`config.mk`:
```
export PLATFORM = sky130hd
export DESIGN_NAME = circular_queue_delete_nth_top
export DESIGN_NICKNAME = d
export VERILOG_FILES = /design/src/rtl/cqdn_pkg.sv /design/src/rtl/cqdn_datapath.sv /design/src/rtl/cqdn_ctrl.sv /design/src/rtl/circular_queue_delete_nth_top.sv
export SDC_FILE = /design/constraint.sdc
export NUM_CORES = 1
export LEC_CHECK = 0
export ABC_AREA = 1
export BUFFER_PORTS_ARGS = -buffer_cell sky130_fd_sc_hd__buf_2
export CAP_MARGIN = 20
export CORE_UTILIZATION = 55
export DETAILED_ROUTE_END_ITERATION = 7
export HOLD_SLACK_MARGIN = 0.06
export MAX_ROUTING_LAYER = met4
export PLACE_DENSITY = 0.76
export SLEW_MARGIN = 5
export SYNTH_ARGS = -nofsm -noshare
export SYNTH_HDL_FRONTEND = slang
export SYNTH_SLANG_ARGS = --single-unit
```
`constraint.sdc`:
```
create_clock -name clk -period 3.15 [get_ports clk]
set_clock_uncertainty 0.15 [all_clocks]
set_input_delay 0.4725 -clock clk [delete_from_list [all_inputs] [get_ports clk]]
set_output_delay 0.4725 -clock clk [all_outputs]
set_load 0.01 [all_outputs]
```
`src/rtl/cqdn_pkg.sv`:
```
// ----------------------------------------------------------------------------
// cqdn_pkg: shared types and constants for the delete-at-position ring queue
// Queue depth, derived widths, result status codes and the command/status
// bundles exchanged between the controller and the datapath.
// ----------------------------------------------------------------------------
package cqdn_pkg;

  localparam int DEPTH = 8;
  localparam int IDX_W = (DEPTH > 1) ? $clog2(DEPTH) : 1;
  localparam int CNT_W = $clog2(DEPTH + 1);
  localparam int POS_W = 8;
  localparam int OCC_W = 4;
  localparam int DATA_W = 32;
  localparam int CMP_W = (CNT_W > POS_W) ? CNT_W : POS_W;

  typedef logic [2:0] status_t;

  localparam status_t ST_ENQ    = 3'd0;
  localparam status_t ST_DEL    = 3'd1;
  localparam status_t ST_FULL   = 3'd2;
  localparam status_t ST_EMPTY  = 3'd3;
  localparam status_t ST_BADPOS = 3'd4;

  // Controller to datapath.
  typedef struct packed {
    logic    enq;        // append the input word at the tail
    logic    rej;        // post a rejection result, queue unchanged
    status_t rej_status;
    logic    del_start;  // read the head, load the rotation pointers
    logic    rot_step;   // move one word from head side to tail side
    logic    del_done;   // retire the word just read, post the result
  } cmd_t;

  // Datapath to controller.
  typedef struct packed {
    logic full;
    logic empty;
    logic pos_bad;
    logic rem_zero;
  } stat_t;

endpackage

```
`src/rtl/cqdn_datapath.sv`:
```
// ----------------------------------------------------------------------------
// cqdn_datapath: storage, pointers and result registers
// Holds the slot memory, head and count, the rotation pointers used while a
// delete is in progress, and the registered result fields.
// ----------------------------------------------------------------------------
module cqdn_datapath (
  input  logic                                 clk,
  input  logic                                 rst_n,
  input  cqdn_pkg::cmd_t                       cmd,
  output cqdn_pkg::stat_t                      stat,
  input  logic signed [cqdn_pkg::DATA_W-1:0]   in_data_value,
  input  logic        [cqdn_pkg::POS_W-1:0]    in_position,
  output cqdn_pkg::status_t                    out_status,
  output logic signed [cqdn_pkg::DATA_W-1:0]   out_deleted_value,
  output logic        [cqdn_pkg::OCC_W-1:0]    out_occupancy
);

  localparam int IDX_W = cqdn_pkg::IDX_W;
  localparam int CNT_W = cqdn_pkg::CNT_W;
  localparam int CMP_W = cqdn_pkg::CMP_W;

  function automatic logic [IDX_W-1:0] wrap_inc(input logic [IDX_W-1:0] idx);
    wrap_inc = (idx == IDX_W'(cqdn_pkg::DEPTH - 1)) ? '0 : idx + 1'b1;
  endfunction

  logic signed [cqdn_pkg::DATA_W-1:0] mem [cqdn_pkg::DEPTH];
  logic signed [cqdn_pkg::DATA_W-1:0] rd_data_r;

  logic [IDX_W-1:0]           head_r, head_nxt;
  logic [CNT_W-1:0]           count_r, count_nxt;
  logic [IDX_W-1:0]           rd_ptr_r, rd_ptr_nxt;
  logic [IDX_W-1:0]           wr_ptr_r, wr_ptr_nxt;
  logic [cqdn_pkg::POS_W-1:0] rem_r, rem_nxt;

  logic [CNT_W:0]             tail_sum;
  logic [IDX_W-1:0]           tail;

  logic                       mem_we, mem_re;
  logic [IDX_W-1:0]           mem_wa, mem_ra;
  logic signed [cqdn_pkg::DATA_W-1:0] mem_wd;

  // Tail slot: head plus count, folded once.
  always_comb begin
    tail_sum = (CNT_W+1)'(head_r) + (CNT_W+1)'(count_r);
    if (tail_sum >= (CNT_W+1)'(cqdn_pkg::DEPTH)) begin
      tail = IDX_W'(tail_sum - (CNT_W+1)'(cqdn_pkg::DEPTH));
    end else begin
      tail = IDX_W'(tail_sum);
    end
  end

  assign stat.full     = (count_r == CNT_W'(cqdn_pkg::DEPTH));
  assign stat.empty    = (count_r == '0);
  assign stat.pos_bad  = (in_position == '0) ||
                         (CMP_W'(in_position) > CMP_W'(count_r));
  assign stat.rem_zero = (rem_r == '0);

  always_comb begin
    mem_we     = cmd.enq | cmd.rot_step;
    mem_wa     = cmd.enq ? tail : wr_ptr_r;
    mem_wd     = cmd.enq ? in_data_value : rd_data_r;
    mem_re     = cmd.del_start | cmd.rot_step;
    mem_ra     = cmd.del_start ? head_r : rd_ptr_r;

    head_nxt   = head_r;
    count_nxt  = count_r;
    rd_ptr_nxt = rd_ptr_r;
    wr_ptr_nxt = wr_ptr_r;
    rem_nxt    = rem_r;

    if (cmd.enq) begin
      count_nxt = count_r + 1'b1;
    end
    if (cmd.del_start) begin
      rd_ptr_nxt = wrap_inc(head_r);
      wr_ptr_nxt = tail;
      rem_nxt    = in_position - 1'b1;
    end
    if (cmd.rot_step) begin
      rd_ptr_nxt = wrap_inc(rd_ptr_r);
      wr_ptr_nxt = wrap_inc(wr_ptr_r);
      rem_nxt    = rem_r - 1'b1;
    end
    if (cmd.del_done) begin
      count_nxt = count_r - 1'b1;
      head_nxt  = (count_r == CNT_W'(1)) ? '0 : rd_ptr_r;
    end
  end

  always_ff @(posedge clk) begin
    if (mem_we) begin
      mem[mem_wa] <= mem_wd;
    end
    if (mem_re) begin
      rd_data_r <= mem[mem_ra];
    end
  end

  always_ff @(posedge clk) begin
    if (!rst_n) begin
      head_r  <= '0;
      count_r <= '0;
    end else begin
      head_r  <= head_nxt;
      count_r <= count_nxt;
    end
  end

  always_ff @(posedge clk) begin
    rd_ptr_r <= rd_ptr_nxt;
    wr_ptr_r <= wr_ptr_nxt;
    rem_r    <= rem_nxt;
  end

  // Result fields: payload only, validity lives in the controller.
  always_ff @(posedge clk) begin
    if (cmd.enq) begin
      out_status        <= cqdn_pkg::ST_ENQ;
      out_deleted_value <= '0;
      out_occupancy     <= cqdn_pkg::OCC_W'(count_nxt);
    end else if (cmd.rej) begin
      out_status        <= cmd.rej_status;
      out_deleted_value <= '0;
      out_occupancy     <= cqdn_pkg::OCC_W'(count_r);
    end else if (cmd.del_done) begin
      out_status        <= cqdn_pkg::ST_DEL;
      out_deleted_value <= rd_data_r;
      out_occupancy     <= cqdn_pkg::OCC_W'(count_nxt);
    end
  end

  a_count_bound: assert property (@(posedge clk) disable iff (!rst_n)
    count_r <= CNT_W'(cqdn_pkg::DEPTH))
    else $error("entry count above depth");

  a_empty_head: assert property (@(posedge clk) disable iff (!rst_n)
    (count_r == '0) |-> (head_r == '0))
    else $error("empty queue with nonzero head");

  a_step_rem: assert property (@(posedge clk) disable iff (!rst_n)
    cmd.rot_step |-> (rem_r != '0))
    else $error("rotation step with no rotations left");

endmodule

```
`src/rtl/cqdn_ctrl.sv`:
```
// ----------------------------------------------------------------------------
// cqdn_ctrl: sequencing for the delete-at-position ring queue
// Decodes accepted items, runs the rotation loop of a delete and owns the
// input stall and the result valid.
// ----------------------------------------------------------------------------
module cqdn_ctrl (
  input  logic            clk,
  input  logic            rst_n,
  input  logic            in_valid,
  output logic            in_stall,
  input  logic            in_mode,
  output logic            out_valid,
  input  logic            out_stall,
  input  cqdn_pkg::stat_t stat,
  output cqdn_pkg::cmd_t  cmd
);

  localparam logic S_IDLE = 1'b0;
  localparam logic S_RUN  = 1'b1;

  logic state_r, state_nxt;
  logic out_valid_r, out_valid_nxt;
  logic slot_free;
  logic accept;
  logic post;

  assign slot_free = !out_valid_r || !out_stall;
  assign in_stall  = !((state_r == S_IDLE) && slot_free);
  assign accept    = in_valid && !in_stall;
  assign out_valid = out_valid_r;

  always_comb begin
    cmd        = '0;
    state_nxt  = state_r;
    unique case (state_r)
      S_IDLE: begin
        if (accept) begin
          if (!in_mode) begin
            if (stat.full) begin
              cmd.rej        = 1'b1;
              cmd.rej_status = cqdn_pkg::ST_FULL;
            end else begin
              cmd.enq = 1'b1;
            end
          end else if (stat.empty) begin
            cmd.rej        = 1'b1;
            cmd.rej_status = cqdn_pkg::ST_EMPTY;
          end else if (stat.pos_bad) begin
            cmd.rej        = 1'b1;
            cmd.rej_status = cqdn_pkg::ST_BADPOS;
          end else begin
            cmd.del_start = 1'b1;
            state_nxt     = S_RUN;
          end
        end
      end
      S_RUN: begin
        if (!stat.rem_zero) begin
          cmd.rot_step = 1'b1;
        end else if (slot_free) begin
          cmd.del_done = 1'b1;
          state_nxt    = S_IDLE;
        end
      end
      default: state_nxt = S_IDLE;
    endcase
  end

  assign post = cmd.enq | cmd.rej | cmd.del_done;

  always_comb begin
    out_valid_nxt = out_valid_r;
    if (out_valid_r && !out_stall) begin
      out_valid_nxt = 1'b0;
    end
    if (post) begin
      out_valid_nxt = 1'b1;
    end
  end

  always_ff @(posedge clk) begin
    if (!rst_n) begin
      state_r     <= S_IDLE;
      out_valid_r <= 1'b0;
    end else begin
      state_r     <= state_nxt;
      out_valid_r <= out_valid_nxt;
    end
  end

  a_no_overwrite: assert property (@(posedge clk) disable iff (!rst_n)
    post |-> slot_free)
    else $error("result posted over an untaken result");

  a_one_cmd: assert property (@(posedge clk) disable iff (!rst_n)
    $onehot0({cmd.enq, cmd.rej, cmd.del_start, cmd.rot_step, cmd.del_done}))
    else $error("conflicting datapath commands");

  a_run_done: assert property (@(posedge clk) disable iff (!rst_n)
    cmd.del_done |=> (state_r == S_IDLE) && out_valid_r)
    else $error("delete finished without posting a result");

endmodule

```
`src/rtl/circular_queue_delete_nth_top.sv`:
```
// ----------------------------------------------------------------------------
// circular_queue_delete_nth_top: ring queue of signed words with delete at
// a 1-based position
// Each transfer on the input is an enqueue (mode 0) or a delete at position n
// (mode 1) and yields exactly one result transfer. Enqueues and rejected items
// (full, empty, bad position) post their result when accepted, so a new item
// can follow on the next cycle once the result is taken. A delete at position
// n reads the head, carries the first n-1 entries from head to tail one word
// per cycle through the single read port and single write port of the slot
// memory, then retires the word at the head once the output register is free.
// The result sits in an output register, and the input is stalled during a
// delete and while that register holds a result that is not being taken; the
// next item can be taken in the same cycle as the waiting result. The slot
// memory needs no clearing after reset; only head and count are reset.
// ----------------------------------------------------------------------------
module circular_queue_delete_nth_top (
  input  logic                                 clk,
  input  logic                                 rst_n,
  input  logic                                 in_valid,
  output logic                                 in_stall,
  input  logic                                 in_mode,
  input  logic signed [cqdn_pkg::DATA_W-1:0]   in_data_value,
  input  logic        [cqdn_pkg::POS_W-1:0]    in_position,
  output logic                                 out_valid,
  input  logic                                 out_stall,
  output logic        [2:0]                    out_status,
  output logic signed [cqdn_pkg::DATA_W-1:0]   out_deleted_value,
  output logic        [cqdn_pkg::OCC_W-1:0]    out_occupancy
);

  // Commands flow down, flags flow back; nothing else crosses.
  cqdn_pkg::cmd_t  cmd;
  cqdn_pkg::stat_t stat;

  // Sequencer: accepts a transfer, decides its outcome and steps the
  // rotation of a delete until the target word has been read.
  cqdn_ctrl u_ctrl (
    .clk       (clk),
    .rst_n     (rst_n),
    .in_valid  (in_valid),
    .in_stall  (in_stall),
    .in_mode   (in_mode),
    .out_valid (out_valid),
    .out_stall (out_stall),
    .stat      (stat),
    .cmd       (cmd)
  );

  // Storage and arithmetic: slot memory, head/count, rotation pointers
  // and the registered result payload.
  cqdn_datapath u_datapath (
    .clk               (clk),
    .rst_n             (rst_n),
    .cmd               (cmd),
    .stat              (stat),
    .in_data_value     (in_data_value),
    .in_position       (in_position),
    .out_status        (out_status),
    .out_deleted_value (out_deleted_value),
    .out_occupancy     (out_occupancy)
  );

endmodule
```
# Word level (Yosys, flattened, before mapping)
# Memory sizes are Yosys's and may differ from the RTL's. A register that Yosys moved wholly into a read port is not among the register bits.
# Cells that the tools add are included.
[classes]
eq_ne = 5
addsub = 9
n_mux = 44
n_lt_le_gt_ge = 2
n_reduce_logical = 16
bitwise_logic = 5
[op_table]
columns = ["operator", "n"]
rows = [
  ["3-bit 2-to-1 mux", 13],
  ["4-bit 2-to-1 mux", 9],
  ["32-bit 2-to-1 mux", 1],
  ["8-bit zero test", 2],
  ["8-bit 2-to-1 mux", 2],
  ["8-bit by 1-bit subtractor with 8-bit output, second input constant", 2],
  ["1-bit 2-to-1 mux", 15],
  ["6-bit 2-to-1 mux", 2],
  ["3-bit by 1-bit adder with 3-bit output, second input constant", 3],
  ["3-bit == test, second input constant", 3],
  ["8-bit by 4-bit greater-than comparator with 1-bit output", 1],
  ["2-bit nonzero test", 3],
  ["3-bit by 4-bit adder with 5-bit output", 1],
  ["5-bit by 4-bit >= comparator with 1-bit output, second input constant", 1],
  ["4-bit by 1-bit adder with 4-bit output, second input constant", 1],
  ["4-bit by 1-bit == test with 1-bit output, second input constant", 1],
  ["4-bit == test, second input constant", 1],
  ["4-bit zero test", 1],
  ["1-bit OR", 4],
  ["4-bit by 1-bit subtractor with 4-bit output, second input constant", 1],
  ["1-bit logical AND", 3],
  ["1-bit zero test", 3],
  ["3-bit nonzero test", 1],
  ["3-bit by 1-bit subtractor with 3-bit output, second input constant", 1],
  ["5 further kinds", 6],
]
[word_totals]
ramBits = 256
elab_cells = 92
n_memories = 1
reg_bits = 62
in_bits = 45
[memory_table]
columns = ["name", "depth", "width", "rd", "rd_ports_with_merged_regs", "wr", "line", "rtl"]
rows = [
  ["u_datapath.mem", 8, 32, 1, 1, 1, "cqdn_datapath.sv:26", "logic signed [cqdn_pkg::DATA_W-1:0] mem [cqdn_pkg::DEPTH];"],
]

# Depth between registers and ports, before layout
[logic_depth]
ltp_word = 12
depth_mapped = 17

# Cells and area by module
# A second synthesis with hierarchy kept.
[hier_totals]
hier_cells = 1685
area_unflattened_um2 = 15945.3
[modules_own_cells]
columns = ["module", "seq_area_each_um2", "n_inst", "area_each_um2", "cells_per_inst"]
rows = [
  ["cqdn_datapath", 10029.6, 1, 15756.4, 1652],
  ["cqdn_ctrl", 40.0, 1, 188.9, 33],
]

# Worst setup path after synthesis
# Ideal clock, no wire load.
[synth_path]
kind = "reg2reg"
start = "reg u_datapath.count_r[0]"
end = "mem u_datapath.mem[4][0] in the netlist's numbering, enable pin"
required_time_ps = 2579
t_arrival_ps = 2824
n_path_buf = 0
stages_incl_launch_ff = 7
period_less_slack_ps = 3395
slack_ps = -245
cell_sequence = "dfxtp_1 > ha_1 > fa_1 > xor2_1 > o21ai_0 > nand2_1 > nor2_1"
[synth_via]
elab_chain_len = 8
word_cells_on_any_way = 13
cone_classes = "add/sub: 2; order compare: 1; eq/ne: 1; mux: 8; bitwise: 1"
[synth_lines]
columns = ["item", "line", "rtl"]
rows = [
  ["start, declared", "cqdn_datapath.sv:30", "logic [CNT_W-1:0] count_r, count_nxt;"],
  ["start signal, assigned", "cqdn_datapath.sv:105", "count_r <= count_nxt;"],
  ["branches (longest 8 deep; another with 3-bit by 4-bit adder with 5-bit output)", "n/a", ""],
  ["end, declared", "cqdn_datapath.sv:26", ""],
]
# Parallel ways; which one is timed is not known.

# Final worst setup path
[layout_path]
start = "reg u_datapath.count_r[0]"
end = "mem u_datapath.mem[6][26] in the netlist's numbering, enable pin"
# Same word-level chain as after synthesis.

==> impl_metrics.json <==
{
  "status": "completed",
  "globalplace.congestion": 0.8595,
  "cts_buffer_depth": 3,
  "yosys.area.top_type": "edfxtp_1",
  "ys_seq_elements": 350,
  "r2r-start": "u_datapath.count_r[0]",
  "whs_endpoint": "u_datapath.out_status[0]",
  "tightest_slew_ns": 1.102,
  "setup_viol": 0,
  "period_needed_ns": 2.975,
  "slowest_delay_ns": 0.48,
  "yosys_warnings": 0,
  "cts_buffers": 37,
  "drt_iter0_drc": 1446,
  "relSlewSlack_pct": 25.75,
  "synth_nets": 1735,
  "synthTopCellsByCount": "411 x nand2_1, 360 x inv_1, 306 x edfxtp_1, 297 x nand3_1, 78 x o21ai_0",
  "cp_cell_sequence": "inv_1, ha_1, a31oi_1, nand2_1, o21ai_0, nand2_1, nor2_4, buf_4",
  "yosysMostFrequentCell": "nand2_1",
  "rrSetupSlack_ns": 0.18,
  "clk_latency_ns": 0.51,
  "grt-ovfl-total": 0,
  "dpl.hpwl_mm": 21.93,
  "worst-path-max-fanout": 7,
  "top_level_ports": 86,
  "final_max_slew_viol_count": 0,
  "crit_type": "flip-flop to flip-flop",
  "leakagePower_uw": 0.008434,
  "rr_worst_depth": 8,
  "cp_slowest_cell": "dfxtp_1",
  "place_ws_ns": 0.2395,
  "synth-edff-count": 306,
  "vias": 11781,
  "grt_pass1_wl_mm": 59.55,
  "cts_tree": "built",
  "cts.sinks": 350,
  "root_buffer": "clkbuf_16",
  "startpoint_type": "flip-flop",
  "htree_levels": 2,
  "async_flop_share_pct": 0,
  "drive_gt1_share_pct": 11.86,
  "hold_path.class": "input port to flip-flop",
  "crit_buf_inv": 2,
  "end_kind": "flip-flop",
  "rsz0062_at_grt": "no",
  "synth_cell_types": 36,
  "drc": 0,
  "holdPathStages": 4,
  "syn_to_final_growth_pct": 14.72,
  "cp.arrival_ns": 3.03,
  "cts_resized": 0,
  "synth_top_area_share_pct": 57.81,
  "worstHoldStart": "in_mode",
  "yosysSeqAreaShare_pct": 63.36,
  "wl_mm": 38.61,
  "path_delay_family": "simple AND/OR/NAND/NOR gates",
  "hold_viol": 0,
  "core_area_um2": 28090,
  "drt-vias-per-instance": 5.439,
  "die_w_um": 172.0,
  "postCtsSetupBuffers": 0,
  "synthFlopType": "edfxtp_1",
  "die_h_um": 172.0,
  "dieArea_um2": 29580,
  "dr.pass1.iters": 6,
  "ant_nets": 0,
  "required_ns": 3.20,
  "powerDensity_nw_per_um2": 529.4,
  "synth_top_cells_by_area": "edfxtp_1 58%, nand2_1 9.7%, nand3_1 9.4%, inv_1 8.5%, dfxtp_1 5.5%",
  "netlist_instances": 1674,
  "cts_hold_buffers": 1,
  "diodes": 0,
  "num-fill-cells": 2186,
  "tns_ns": 0,
  "syn_area_um2": 15890,
  "wl_per_cell_um": 17.82,
  "start_util_pct": 56.59,
  "io_buffers": 85,
  "grt_pass1_vias": 11271,
  "num_rows": 61,
  "synth_area_per_cell_um2": 9.495,
  "rr_endpoint": "u_datapath.mem[6][26]",
  "crit_path_frequent_cell": "nand2_1",
  "grt_max_degree": 65,
  "period_share_pct": 94.44,
  "grt_util_all_layers_pct": 27.47,
  "max_cap_viol_count": 0,
  "path_clk_slew_ns": 0.06,
  "ir_drop_v": 0.0003610,
  "antenna_found_initial": 0,
  "fin_nets": 1823,
  "fmax_mhz": 336.1,
  "setup_slack_ns": 0.1750
}
-- flip-flops by register name (all words and copies together) (netlist names) --
name                          flops
u_datapath.rd_data_r             32
u_ctrl.state_r                    1
u_datapath.wr_ptr_r               3
u_ctrl.out_valid                  1
u_datapath.rd_ptr_r               3
u_datapath.rem_r                  8
u_datapath.out_status             3
u_datapath.mem                  256
u_datapath.count_r                4
u_datapath.out_deleted_value     32
u_datapath.head_r                 3
u_datapath.out_occupancy          4
-- per-layer routing --
metal / part of all wire [%] / routed length [µm] / global-route usage (%)
met5: 0 / 0 / -
met2: 47 / 18030 / 43.15
met4: 3.2 / 1241 / 11.12
met3: 8.9 / 3450 / 4.005
met1: 41 / 15880 / 36.12
-- worst max-delay path by stage --
stage / slack, ns / start / cells after the start / endpoint
6_report: 0.18 / u_datapath.count_r[0] / 8 / u_datapath.mem[6][26]
2_1_floorplan: -0.24 / u_datapath.count_r[0] / 6 / u_datapath.mem[4][0]
3_3_place_gp: 0.27 / in_position[3] / 15 / u_datapath.rd_data_r[14]
3_5_place_dp: 0.24 / in_position[3] / 15 / u_datapath.rd_data_r[16]
4_1_cts: 0.21 / u_datapath.count_r[0] / 8 / u_datapath.mem[6][26]
5_1_grt: 0.01 / u_datapath.count_r[1] / 15 / u_datapath.rd_data_r[30]
-- cell type report --
cell class	instances	area (µm²)	share of cell area, %
clock buffer	51	1018	5.586
clock inverter	14	141.4	0.7754
inverter	367	1378	7.555
multi-input combinational	876	4175	22.90
sequential	350	10070	55.23
tap	378	473.0	2.594
timing repair buffer	130	978.4	5.366
-- power by group --
part	total (µW)	leakage, µW	internal, µW	switching, µW
registers	5110	0.00313	5090	16.4
logic	333	0.00473	98.3	234
clock network	4210	0.000575	2500	1710
total	9650	0.00843	7690	1960
-- kinds of logic (layout without fill, tap and decap cells) --
logic type / Yosys count / in the layout / share of synthesized area [%]
compound gates: 102 / 102 / 3.393
xor+xnor: 10 / 10 / 0.5511
buf+inv: 448 / 562 / 10.90
flops: 350 / 350 / 63.36
fa+ha+maj: 16 / 16 / 1.307
simple gates: 748 / 748 / 20.49
-- layout by cell type, fill, tap and decap left out, types with 2 or more instances in the layout --
master and instances:
nand2_1 408, inv_1 360, edfxtp_1 306, nand3_1 296, buf_2 85, o21ai_0 78, dfxtp_1 44, clkbuf_16 37
buf_4 27, buf_12 17, ha_1 15, nor2_1 13, a21oi_1 10, nor2_4 10, clkbuf_1 10, xor2_1 8
clkinv_2 8, inv_2 6, nand4_1 5, or2_2 5, clkinv_1 4, nand2_2 4, clkbuf_8 4, bufinv_16 3
o21ai_1 2, o21bai_1 2, xnor2_1 2, a211oi_1 2, nand3b_1 2
-- stage by stage --
stage          std cells  hold slack [ns]  area [µm²]  power (µW)  util (%)
6_report            2166           0.2093       18230        9654     64.92
5_1_grt             2166           0.2150       18230        9913     64.92
4_1_cts             2166           0.1969       18230        9704     64.92
3_3_place_gp        2100           0.3003       17060        5523     60.75
3_5_place_dp        2100           0.3021       17060        5533     60.75
2_1_floorplan       1674           0.3297       15900        5391         -
-- worst register-to-register path: stages (launching register included) --
cell and delay (ns):
dfxtp_1 0.48, inv_1 0.12, ha_1 0.23, a31oi_1 0.21, nand2_1 0.21, o21ai_0 0.41
nand2_1 0.22, nor2_4 0.34, buf_4 0.29
No activity file was read; power rests on OpenSTA's default activity.
